**src/hdl/ocp_pkg.sv**
```systemverilog
// shared types and constants for the optimal partition changepoint unit
// no dependencies
package ocp_pkg;

   localparam int COST_BITS = 56;
   localparam int INDEX_BITS = 6;
   localparam int PENALTY_BITS = 40;
   localparam int SAMPLE_W = 16;

   typedef struct packed {
      logic signed [SAMPLE_W-1:0] sample;
      logic                       is_last;
   } req_payload_type;

   typedef struct packed {
      logic                          kind;
      logic [INDEX_BITS-1:0]         index;
      logic signed [COST_BITS-1:0]   cost;
      logic [INDEX_BITS-1:0]         segment_end;
      logic                          last;
   } rsp_payload_type;

   localparam logic KIND_COST = 1'b0;
   localparam logic KIND_END  = 1'b1;

   typedef enum logic [10:0] {
      S_IDLE  = 11'b00000000001,
      S_RD    = 11'b00000000010,
      S_SQ    = 11'b00000000100,
      S_DIVGO = 11'b00000001000,
      S_DIV   = 11'b00000010000,
      S_ACC   = 11'b00000100000,
      S_FIN   = 11'b00001000000,
      S_PUSH  = 11'b00010000000,
      S_TWAIT = 11'b00100000000,
      S_POPRD = 11'b01000000000,
      S_POPEM = 11'b10000000000
   } state_type;

endpackage

```
**src/hdl/ocp_div.sv**
```systemverilog
// bit-serial restoring divider, one quotient bit per cycle
// no dependencies
module ocp_div #(
   parameter int DW = 70,
   parameter int LW = 6
) (
   input  logic          clock,
   input  logic          reset,
   input  logic          go,
   input  logic [DW-1:0] dividend,
   input  logic [LW-1:0] divisor,
   output logic          done,
   output logic [DW-1:0] quotient
);
   localparam int CNTW = $clog2(DW + 1);

   logic [DW-1:0]   q_ff, q_in;
   logic [LW-1:0]   rem_ff, rem_in;
   logic [LW-1:0]   dvs_ff, dvs_in;
   logic [CNTW-1:0] cnt_ff, cnt_in;
   logic            run_ff, run_in;
   logic            done_ff, done_in;
   logic [LW:0]     rem_sh;
   logic            fits;

   always_comb begin
      rem_sh = {rem_ff, q_ff[DW-1]};
      fits = rem_sh >= {1'b0, dvs_ff};
      q_in = q_ff;
      rem_in = rem_ff;
      dvs_in = dvs_ff;
      cnt_in = cnt_ff;
      run_in = run_ff;
      done_in = 1'b0;
      if (go) begin
         q_in = dividend;
         rem_in = '0;
         dvs_in = divisor;
         cnt_in = CNTW'(DW);
         run_in = 1'b1;
      end else if (run_ff) begin
         q_in = {q_ff[DW-2:0], fits};
         rem_in = fits ? LW'(rem_sh - {1'b0, dvs_ff}) : rem_sh[LW-1:0];
         cnt_in = cnt_ff - 1'b1;
         if (cnt_ff == CNTW'(1)) begin
            run_in = 1'b0;
            done_in = 1'b1;
         end
      end
   end

   always_ff @(posedge clock) begin
      if (reset) begin
         run_ff <= 1'b0;
         done_ff <= 1'b0;
         cnt_ff <= '0;
      end else begin
         run_ff <= run_in;
         done_ff <= done_in;
         cnt_ff <= cnt_in;
      end
      q_ff <= q_in;
      rem_ff <= rem_in;
      dvs_ff <= dvs_in;
   end

   assign done = done_ff;
   assign quotient = q_ff;
endmodule

```
**src/hdl/optimal_partition_changepoint_unit.sv**
```systemverilog
// top level: prefix-cost optimal partitioning with traceback
// depends on ocp_pkg and ocp_div
// each sample tries every candidate split a from 0 to t-1 in turn through the one shared
// bit-serial divider, so the work per sample grows with its position t
// a run's last sample also walks the traceback and emits every segment end
// busy stays high while a sample is worked on; results are one-cycle strobes, no stall
// synchronous reset clears control state; the sample stores are not cleared
module optimal_partition_changepoint_unit #(
   parameter int MAX_SAMPLES = 32,
   parameter int FRAC_BITS = 8
) (
   input  logic                              clock,
   input  logic                              reset,
   input  logic                              start,
   output logic                              busy,
   input  ocp_pkg::req_payload_type          req_payload,
   output logic                              rsp_valid,
   output ocp_pkg::rsp_payload_type          rsp_payload,
   input  logic                              csr_we,
   input  logic [ocp_pkg::PENALTY_BITS-1:0]  csr_wdata
);
   localparam int SAMPLE_BITS = ocp_pkg::SAMPLE_W;
   localparam int AW = (MAX_SAMPLES > 1) ? $clog2(MAX_SAMPLES) : 1;
   localparam int CW = $clog2(MAX_SAMPLES + 1);
   localparam int RW = SAMPLE_BITS + 6;
   localparam int MB = SAMPLE_BITS + 5;
   localparam int DW = 2 * MB + FRAC_BITS;
   localparam int QW = (DW > 57) ? DW : 57;
   localparam int CB = ocp_pkg::COST_BITS;
   localparam int IB = ocp_pkg::INDEX_BITS;
   localparam logic signed [CB+1:0] HI = (CB+2)'((58'sd1 <<< (CB-1)) - 58'sd1);
   localparam logic signed [CB+1:0] LO = -(CB+2)'(58'sd1 <<< (CB-1));

   ocp_pkg::state_type state_ff, state_in;

   logic [ocp_pkg::PENALTY_BITS-1:0] pen_ff;
   logic [CW-1:0]       cnt_ff, cnt_in;
   logic signed [RW-1:0] rt_ff, rt_in;
   logic [CW-1:0]       t_ff, t_in;
   logic [CW-1:0]       a_ff, a_in;
   logic                end_ff, end_in;
   logic signed [CB-1:0] best_ff, best_in;
   logic [CW-1:0]       split_ff, split_in;
   logic signed [CB-1:0] base_ff, base_in;
   logic [2*MB-1:0]     sq_ff, sq_in;
   logic [CW-1:0]       len_ff, len_in;
   logic [CW-1:0]       p_ff, p_in;
   logic [CW-1:0]       depth_ff, depth_in;
   logic                rv_ff, rv_in;
   ocp_pkg::rsp_payload_type rp_ff, rp_in;

   logic signed [RW-1:0] prefix_mem [MAX_SAMPLES];
   logic signed [CB-1:0] best_mem [MAX_SAMPLES];
   logic [CW-1:0]       split_mem [MAX_SAMPLES];
   logic [CW-1:0]       stack_mem [MAX_SAMPLES];
   logic signed [RW-1:0] prefix_rd;
   logic signed [CB-1:0] best_rd;
   logic [CW-1:0]       split_rd, stack_rd;

   logic                pw, bw, sw, kw;
   logic [AW-1:0]       pw_a, bsw_a, rd_a, srd_a, kw_a, krd_a;

   logic                div_go, div_done;
   logic [DW-1:0]       div_q;

   logic [SAMPLE_BITS+15:0] samp_z;
   logic [SAMPLE_BITS-1:0]  samp;
   logic signed [RW-1:0]    xs, diff;
   logic [MB-1:0]           mag_in;
   logic [QW-1:0]           q_ext;
   logic [CB-1:0]           seg_mag;
   logic signed [CB+1:0]    sum_b, sum_c;
   logic signed [CB-1:0]    cand;

   ocp_div #(.DW(DW), .LW(CW)) u_div (
      .clock(clock), .reset(reset), .go(div_go),
      .dividend(DW'(sq_ff) << FRAC_BITS), .divisor(len_ff),
      .done(div_done), .quotient(div_q)
   );

   always_comb begin
      samp_z = {SAMPLE_BITS'(0), req_payload.sample};
      samp = samp_z[SAMPLE_BITS-1:0];
      xs = {{(RW-SAMPLE_BITS){samp[SAMPLE_BITS-1]}}, samp};
      diff = (a_ff == '0) ? rt_ff : RW'(rt_ff - prefix_rd);
      mag_in = diff[RW-1] ? MB'(-diff) : MB'(diff);
      sum_b = (CB+2)'(best_rd) + (CB+2)'({1'b0, pen_ff});
      q_ext = QW'(div_q);
      seg_mag = (q_ext > (QW'(1) << (CB-1))) ? (CB'(1) << (CB-1)) : CB'(q_ext);
      sum_c = (CB+2)'(base_ff) - (CB+2)'({1'b0, seg_mag});
      cand = (sum_c > HI) ? CB'(HI) : (sum_c < LO) ? CB'(LO) : CB'(sum_c);
   end

   always_comb begin
      state_in = state_ff;
      cnt_in = cnt_ff;
      rt_in = rt_ff;
      t_in = t_ff;
      a_in = a_ff;
      end_in = end_ff;
      best_in = best_ff;
      split_in = split_ff;
      base_in = base_ff;
      sq_in = sq_ff;
      len_in = len_ff;
      p_in = p_ff;
      depth_in = depth_ff;
      rv_in = 1'b0;
      rp_in = rp_ff;
      pw = 1'b0; bw = 1'b0; sw = 1'b0; kw = 1'b0;
      pw_a = cnt_ff[AW-1:0];
      bsw_a = AW'(t_ff - 1'b1);
      rd_a = AW'(a_ff - 1'b1);
      srd_a = AW'(p_ff - 1'b1);
      kw_a = depth_ff[AW-1:0];
      krd_a = AW'(depth_ff - 1'b1);
      div_go = 1'b0;
      unique case (state_ff)
         ocp_pkg::S_IDLE: begin
            if (start) begin
               rt_in = RW'(rt_ff + xs);
               pw = 1'b1;
               t_in = cnt_ff + 1'b1;
               end_in = req_payload.is_last || (cnt_ff + 1'b1 == CW'(MAX_SAMPLES));
               a_in = '0;
               state_in = ocp_pkg::S_SQ;
            end
         end
         ocp_pkg::S_RD: state_in = ocp_pkg::S_SQ;
         ocp_pkg::S_SQ: begin
            sq_in = mag_in * mag_in;
            len_in = t_ff - a_ff;
            if (a_ff == '0) begin
               base_in = '0;
            end else begin
               base_in = (sum_b > HI) ? CB'(HI) : CB'(sum_b);
            end
            state_in = ocp_pkg::S_DIVGO;
         end
         ocp_pkg::S_DIVGO: begin
            div_go = 1'b1;
            state_in = ocp_pkg::S_DIV;
         end
         ocp_pkg::S_DIV: if (div_done) state_in = ocp_pkg::S_ACC;
         ocp_pkg::S_ACC: begin
            if (a_ff == '0 || cand <= best_ff) begin
               best_in = cand;
               split_in = a_ff;
            end
            a_in = a_ff + 1'b1;
            state_in = (a_ff + 1'b1 < t_ff) ? ocp_pkg::S_RD : ocp_pkg::S_FIN;
         end
         ocp_pkg::S_FIN: begin
            bw = 1'b1;
            sw = 1'b1;
            rv_in = 1'b1;
            rp_in.kind = ocp_pkg::KIND_COST;
            rp_in.index = IB'(t_ff);
            rp_in.cost = best_ff;
            rp_in.segment_end = '0;
            rp_in.last = 1'b0;
            cnt_in = t_ff;
            p_in = split_ff;
            depth_in = '0;
            state_in = end_ff ? ocp_pkg::S_PUSH : ocp_pkg::S_IDLE;
         end
         ocp_pkg::S_PUSH: begin
            if (p_ff == '0) begin
               state_in = ocp_pkg::S_POPRD;
            end else begin
               kw = 1'b1;
               depth_in = depth_ff + 1'b1;
               state_in = ocp_pkg::S_TWAIT;
            end
         end
         ocp_pkg::S_TWAIT: begin
            p_in = split_rd;
            state_in = ocp_pkg::S_PUSH;
         end
         ocp_pkg::S_POPRD: begin
            if (depth_ff == '0) begin
               rv_in = 1'b1;
               rp_in.kind = ocp_pkg::KIND_END;
               rp_in.index = '0;
               rp_in.cost = '0;
               rp_in.segment_end = IB'(t_ff);
               rp_in.last = 1'b1;
               cnt_in = '0;
               rt_in = '0;
               state_in = ocp_pkg::S_IDLE;
            end else begin
               depth_in = depth_ff - 1'b1;
               state_in = ocp_pkg::S_POPEM;
            end
         end
         ocp_pkg::S_POPEM: begin
            rv_in = 1'b1;
            rp_in.kind = ocp_pkg::KIND_END;
            rp_in.index = '0;
            rp_in.cost = '0;
            rp_in.segment_end = IB'(stack_rd);
            rp_in.last = 1'b0;
            state_in = ocp_pkg::S_POPRD;
         end
         default: state_in = ocp_pkg::S_IDLE;
      endcase
   end

   always_ff @(posedge clock) begin
      if (pw) prefix_mem[pw_a] <= rt_in;
      prefix_rd <= prefix_mem[rd_a];
   end

   always_ff @(posedge clock) begin
      if (bw) best_mem[bsw_a] <= best_ff;
      best_rd <= best_mem[rd_a];
   end

   always_ff @(posedge clock) begin
      if (sw) split_mem[bsw_a] <= split_ff;
      split_rd <= split_mem[srd_a];
   end

   always_ff @(posedge clock) begin
      if (kw) stack_mem[kw_a] <= p_ff;
      stack_rd <= stack_mem[krd_a];
   end

   always_ff @(posedge clock) begin
      if (reset) begin
         state_ff <= ocp_pkg::S_IDLE;
         pen_ff <= '0;
         cnt_ff <= '0;
         rt_ff <= '0;
         depth_ff <= '0;
         rv_ff <= 1'b0;
      end else begin
         state_ff <= state_in;
         if (csr_we) pen_ff <= csr_wdata;
         cnt_ff <= cnt_in;
         rt_ff <= rt_in;
         depth_ff <= depth_in;
         rv_ff <= rv_in;
      end
      t_ff <= t_in;
      a_ff <= a_in;
      end_ff <= end_in;
      best_ff <= best_in;
      split_ff <= split_in;
      base_ff <= base_in;
      sq_ff <= sq_in;
      len_ff <= len_in;
      p_ff <= p_in;
      rp_ff <= rp_in;
   end

   assign busy = (state_ff != ocp_pkg::S_IDLE);
   assign rsp_valid = rv_ff;
   assign rsp_payload = rp_ff;

   a_div_done_in_wait: assert property (@(posedge clock) disable iff (reset)
      div_done |-> state_ff == ocp_pkg::S_DIV)
      else $error("divider finished outside its wait state");

   a_start_leaves_idle: assert property (@(posedge clock) disable iff (reset)
      (start && !busy) |=> state_ff == ocp_pkg::S_SQ)
      else $error("accepted transaction did not begin its scan");

   a_last_is_end: assert property (@(posedge clock) disable iff (reset)
      (rsp_valid && rsp_payload.last) |-> rsp_payload.kind == ocp_pkg::KIND_END)
      else $error("final transaction is not a segment end");

   a_depth_bound: assert property (@(posedge clock) disable iff (reset)
      depth_ff <= CW'(MAX_SAMPLES))
      else $error("traceback stack overflow");

   a_resp_after_work: assert property (@(posedge clock) disable iff (reset)
      rsp_valid |-> $past(state_ff) != ocp_pkg::S_IDLE)
      else $error("response strobe without work in progress");
endmodule

```
**config.mk**
```make
export PLATFORM = sky130hd
export DESIGN_NAME = optimal_partition_changepoint_unit
export DESIGN_NICKNAME = d
export VERILOG_FILES = /design/src/hdl/ocp_pkg.sv /design/src/hdl/ocp_div.sv /design/src/hdl/optimal_partition_changepoint_unit.sv
export SDC_FILE = /design/constraint.sdc
export NUM_CORES = 2
export LEC_CHECK = 0
export ABC_AREA = 1
export BUFFER_PORTS_ARGS = -buffer_cell sky130_fd_sc_hd__buf_4
export CORE_MARGIN = 5
export CORE_UTILIZATION = 50
export CTS_CLUSTER_DIAMETER = 50
export DETAILED_ROUTE_END_ITERATION = 10
export PLACE_DENSITY = 0.7
export REMOVE_ABC_BUFFERS = 1
export SETUP_SLACK_MARGIN = 0.3
export SLEW_MARGIN = 10
export SYNTH_ARGS = -nofsm -noshare
export SYNTH_HDL_FRONTEND = slang
export SYNTH_HIERARCHICAL = 1
export SYNTH_SLANG_ARGS = --single-unit
export TNS_END_PERCENT = 10
```
**constraint.sdc**
```tcl
create_clock -name clock -period 13.2 [get_ports clock]
set_input_delay 0.66 -clock clock [delete_from_list [all_inputs] [get_ports clock]]
set_output_delay 0.66 -clock clock [all_outputs]
set_load 0.01 [all_outputs]
```
### After elaboration in Yosys (flattened, before gate mapping)

Memory sizes are Yosys's and may differ from the RTL's. A register that Yosys moved wholly into a read port is not among the register bits.
Cells that the tools add are included.
W data, S select, Z words.

| word-level totals | value |
|---|---|
| register bits | 411 |
| memory bits (writable) | 2880 |
| output and inout port bits | 72 |
| word-level logic and storage cells | 145 |
| memories kept | 4 |

Memory list:

| name | words | bits a word | rd ports | clocked after Yosys merged registers in | write ports | line | source |
|---|---|---|---|---|---|---|---|
| best_mem | 32 | 56 | 1 | 1 | 1 | optimal_partition_changepoint_unit.sv:53 | `logic signed [CB-1:0] best_mem [MAX_SAMPLES];` |
| prefix_mem | 32 | 22 | 1 | 1 | 1 | optimal_partition_changepoint_unit.sv:52 | `logic signed [RW-1:0] prefix_mem [MAX_SAMPLES];` |
| split_mem | 32 | 6 | 1 | 1 | 1 | optimal_partition_changepoint_unit.sv:54 | `logic [CW-1:0] split_mem [MAX_SAMPLES];` |
| stack_mem | 32 | 6 | 1 | 1 | 1 | optimal_partition_changepoint_unit.sv:55 | `logic [CW-1:0] stack_mem [MAX_SAMPLES];` |

| cells by class | value |
|---|---|
| add/sub/neg operators | 15 |
| $mul | 1 |
| order comparisons | 6 |
| equality and inequality tests | 19 |
| muxes and demuxes | 48 |
| bitwise operators | 1 |
| reduce and logical (&&, ||, !) cells | 22 |

Operators with widths:

| cell | number |
|---|---|
| $pmux W70 S3 | 1 |
| $pmux W11 S11 | 1 |
| $gt A57 B56 Y1 const B | 2 |
| $mux W56 | 2 |
| $mux W50 | 2 |
| $mux W70 | 1 |
| $mux W22 | 3 |
| $add A56 B41 Y57 | 1 |
| $lt A57 B56 Y1 const B | 1 |
| $sub A56 B51 Y57 | 1 |
| $le A56 B56 Y1 | 1 |
| $mux W55 | 1 |
| $pmux W22 S2 | 1 |
| $mul A21 B21 Y42 | 1 |
| $mux W6 | 7 |
| $pmux W6 S2 | 3 |
| $mux W11 | 3 |
| $add A22 B16 Y22 | 1 |
| $sub A22 B22 Y22 | 1 |
| $mux W21 | 1 |
| $neg A21 Y21 | 1 |
| $add A6 B1 Y6 const B | 3 |
| $logic_not A6 Y1 | 3 |
| $pmux W6 S3 | 1 |
| other kinds (34) | 69 |

### Longest topological paths before layout

| logic depth | value |
|---|---|
| depth in word-level cells | 7 |
| mapped depth | 51 |
| gate-level depth less buffers | 46 |

### Hierarchy

Netlist, hierarchy kept.

Modules (own cells, without submodules):

| module | times used | cells each | area each (um^2) | seq. area each (um^2) |
|---|---|---|---|---|
| optimal_partition_changepoint_unit | 1 | 13562 | 152304.8 | 97633.6 |
| ocp_div | 1 | 362 | 3330.7 | 1961.9 |

### Least setup slack after synthesis

No wires, ideal clock.

| timing | value |
|---|---|
| path type | reg2reg |
| start | register state_ff[10] |
| end | register state_ff[0] |
| setup time | 0.142 ns |
| data arrival time | 11.689 ns |
| data required time | 13.058 ns |
| setup slack | 1.369 ns |
| stages on the path, launching flop included | 9 |
| cells stage by stage | dfxtp_1 -> nor3_1 -> inv_1 -> nor2_1 -> inv_1 -> nor4_1 -> nor3_1 -> nand3b_1 -> o2111ai_1 |

| between the ends | value |
|---|---|
| cells in the longest elaborated chain, start to end | 3 |

RTL lines:

| element | line | source |
|---|---|---|
| from (decl) | optimal_partition_changepoint_unit.sv:34 | `ocp_pkg::state_type state_ff, state_in;` |
| from (signal assigned) | optimal_partition_changepoint_unit.sv:231 | `state_ff <= ocp_pkg::S_IDLE;` |
| from (signal assigned) | optimal_partition_changepoint_unit.sv:238 | `state_ff <= state_in;` |
| $eq A11 B5 Y1 / $eq A11 B1 Y1 (equally long branches) | optimal_partition_changepoint_unit.sv:118 | `unique case (state_ff)` |
| $ne A2 B1 Y1 (no source line) / $ne A2 B2 Y1 (equally long branches) | -- |  |
| $reduce_and A2 Y1 (no source line) | -- |  |

Parallel ways exist; a longest one is shown, timed or not.
A chain may end at the register's enable or synchronous reset.

### Worst setup path in the final report

| timing | value |
|---|---|
| start | register a_ff[0] |
| end | register sq_ff[33] (data pin) |

| between the ends | value |
|---|---|
| cells in the longest elaborated chain, start to end | 5 |

RTL lines:

| element | line | source |
|---|---|---|
| from (decl) | optimal_partition_changepoint_unit.sv:40 | `logic [CW-1:0] a_ff, a_in;` |
| from (signal assigned) | optimal_partition_changepoint_unit.sv:246 | `a_ff <= a_in;` |
| $logic_not A6 Y1 * | optimal_partition_changepoint_unit.sv:85 | `diff = (a_ff == '0) ? rt_ff : RW'(rt_ff - prefix_rd);` |
| $mux W22 * | optimal_partition_changepoint_unit.sv:85 |  |
| $neg A21 Y21 | optimal_partition_changepoint_unit.sv:86 | `mag_in = diff[RW-1] ? MB'(-diff) : MB'(diff);` |
| $mux W21 * | optimal_partition_changepoint_unit.sv:86 |  |
| $mul A21 B21 Y42 * | optimal_partition_changepoint_unit.sv:131 | `sq_in = mag_in * mag_in;` |
| to (signal assigned) | optimal_partition_changepoint_unit.sv:251 | `sq_ff <= sq_in;` |
| to (decl) | optimal_partition_changepoint_unit.sv:45 | `logic [2*MB-1:0] sq_ff, sq_in;` |

Every way passes the cells marked *; elsewhere a longest branch is shown, timed or not.

==> impl_metrics.toml <==
[setup_path]
critical-path-max-stage-delay_ns = 0.68
cp_max_fo = 129
crit_arrival_ns = 11.19
end_kind = "flop"
crit_required_ns = 13.81
crit_slowest_cell = "o21ai_4"
rr_worst_depth = 33
r2r_start = "a_ff[0]$_SDFFCE_PN0P_"
startpoint_type = "flop"
crit_type = "flop to flop"
r2r-end = "sq_ff[33]$_DFFE_PP_"
ff2ff_setup_slack_ns = 2.62

[grt]
grt_usage_pct = 27.1
grt_pass1_wl_um = 662000
grt_pass1_vias = 102440
grt_use_met3_pct = 3.89
gr-total-overflow = 0
grtUsageMet2_pct = 42.1
grt_util_met1_pct = 39.4
grt_max_degree = 206
antenna_found_initial = 10
grt.busiest_layer = "met2"

[timing]
hold_violations = 0
report.final.slew_viol_count = 0
tightest_slew_ns = 1.21
fin_skew_ns = 0.127
fin_crit_ns = 10.58
tns_ns = 0
post-route-period-util_pct = 80.1
fmax_ghz = 0.0946
setup_violations = 0
slew_headroom_pct = 19.1
rsz0062_at_grt = "no"

[synth]
synth-xor-area-share_pct = 0.826
synthTopCellsByArea = "edfxtp_1, o21ai_0, nor2_1"
yosysSeqAreaShare_pct = 64.0
synth_top_family_by_area = "compound AO/OA/AOI/OAI gates"
syn_area_per_cell_sq_um = 11.2
syn_area_sq_um = 156000
ys_ff_latch = 3380
synthFlopType = "edfxtp_1"
synth_edf_count = 3190
yosysTopAreaCell = "edfxtp_1"
syn_inst = 13924
ys_types = 68
ys_warn_count = 6
synth_top_area_share_pct = 61.5
synth_compound_area_share_pct = 11.7
synthSimpleGateAreaFrac_pct = 11.4
synthArstFlopShare_pct = 0
muxShareOfSynthArea_pct = 0.281
synth_fa_ha_area_share_pct = 7.01

[clock_tree]
numCtsBuffers = 367
cts_tree = "built"
cts_setup_buffers = 0
path_clk_slew_ns = 0.06
root_buffer = "clkbuf_16"
cts_sinks = 3380
htree_levels = 5
clock_latency_ns = 0.96
clockBufferDepth = 4

[hold_path]
min_to = "pen_ff[32]$_SDFFE_PP0P_"
min_from = "csr_wdata[32]"
hp-class = "input pin to flop"
holdPathStages = 3

[layout]
drive_gt1_share_pct = 7.74
layout_commonest_cell = "edfxtp_1"
syn_to_final_growth_pct = 11.5
multiInputGateArea_sq_um = 49100
regArea_sq_um = 99600
design_area_sq_um = 174000
final_cells = 18430
final_cell_mix = "edfxtp_1, nor2_1, o21ai_0, nand2_1, inv_1"
n_fill_cell = 25551
fin_nets = 14734
utilization_pct = 56.1

[placement]
numPortBuffers = 132
dpl.hpwl_um = 273000
place_area_sq_um = 161000
dp.cells = 17704
gp_congestion = 1.03

[routing]
first_pass_iters = 8
drcViolationCount = 0
routed_wl_um = 452000
drt-initial-drc-count = 15003
via_per_inst = 5.93
vias = 109218
ant_nets = 0
wl_per_cell_um = 24.5

[die]
initial_utilization_pct = 50.3
core-area_sq_um = 309000
rows = 204
die_x_um = 568
die_y_um = 568
dieArea_sq_um = 323000
ios = 133

[status]
status = "completed"

[run]
maxCapViolations = 0
==> worst max-delay path by stage <==
stage	from	endpoint	slack [ns]	cells past startpoint
3_3_place_gp	a_ff[0]$_SDFFCE_PN0P_	sq_ff[33]$_DFFE_PP_	2.95	35
2_1_floorplan	a_ff[0]$_SDFFCE_PN0P_	prefix_rd[20]$_DFF_P_	-72.93	7
5_1_grt	a_ff[0]$_SDFFCE_PN0P_	sq_ff[33]$_DFFE_PP_	2.05	33
6_report	a_ff[0]$_SDFFCE_PN0P_	sq_ff[33]$_DFFE_PP_	2.62	33
3_5_place_dp	a_ff[0]$_SDFFCE_PN0P_	sq_ff[33]$_DFFE_PP_	2.68	33
4_1_cts	a_ff[0]$_SDFFCE_PN0P_	sq_ff[33]$_DFFE_PP_	2.67	33
==> sequential cells by signal, indices dropped and copies added, names as in the netlist, 11 cells and up <==
name / flops
rt_ff: 22
stack_mem: 192
prefix_mem: 704
pen_ff: 40
state_ff: 11
best_ff: 56
best_rd: 56
prefix_rd: 22
sq_ff: 41
rsp_payload: 70
base_ff: 56
best_mem: 1792
split_mem: 192
u_div/quotient: 50
==> through the flow <==
stage | worst slack, ns | hold WS, ns
after floorplan | -72.93 | 0.400
after global placement | 2.95 | 0.411
after detailed placement | 2.68 | 0.407
after CTS | 2.67 | 0.000736
after global routing | 2.05 | 0.0317
final | 2.62 | 0.0557
==> cell type report <==
cell class | instances | share of cell area (%)
timing repair buffer | 393 | 1.84
multi-input combinational | 8627 | 28.3
sequential | 3380 | 57.4
inverter | 1221 | 2.66
antenna | 6 | 0.00865
tap | 4120 | 2.97
clock inverter | 198 | 1.11
clock buffer | 485 | 5.74
==> cells by family (layout without fill, tap and decap cells) <==
logic type | Yosys count | in the layout
AND/OR/NAND/NOR | 4471 | 4471
flip-flops | 3380 | 3380
AO/OA/AOI/OAI | 3275 | 3275
buffers and inverters | 1925 | 2297
adder cells (fa/ha/maj) | 683 | 683
XOR/XNOR | 146 | 146
multiplexers | 43 | 43
other | 1 | 15
==> per-layer routing <==
layer  share of wire [%]  wire length, um
met5              0.0091               41
met4                 3.7            16700
met3                 9.9            44800
met2                  45           205000
met1                  41           186000
==> worst max-delay path: cells and delay by family, from the launching register on <==
kind / cells / cell delay, ns
flops: 1 / 0.47
compound gates: 8 / 2.52
simple gates: 10 / 2.07
fa+ha+maj: 9 / 3.72
buf+inv: 5 / 1.37
xor+xnor: 1 / 0.11
==> Yosys cell counts (4+ instances only) <==
library cell / instances
edfxtp_1: 3190
nor2_1: 2421
o21ai_0: 1842
nand2_1: 1605
inv_1: 1192
o22ai_1: 766
clkbuf_1: 620
ha_1: 368
a21oi_1: 335
fa_1: 315
nand3_1: 204
dfxtp_1: 190
xor2_1: 102
nand4_1: 64
o32ai_1: 59
o221ai_1: 57
a31oi_1: 50
nor3_1: 50
o211ai_1: 44
xnor2_1: 43
mux2i_1: 38
buf_2: 34
nor2_2: 28
buf_1: 27
inv_2: 24
nand3b_1: 23
a21o_1: 18
nor4_1: 18
o21ai_1: 18
nand2_2: 15
a211oi_1: 14
o21bai_1: 12
a21oi_2: 11
buf_4: 11
buf_6: 11
o21a_1: 10
or2_2: 9
a21boi_0: 8
and2_1: 7
nand3_2: 7
o31ai_1: 7
a221oi_1: 6
mux2_2: 5
o2111ai_1: 5
clkinv_1: 4
==> what timing repair did <==
action / in CTS / in global routing
hold buffers: 35 / 0
endpoints found under the hold margin: 35 / 0
gates resized for setup: 0 / 0
Power is left out: the tool's default activity adds up to more than one toggle a clock period on the data nets, which glitch-free logic cannot reach.
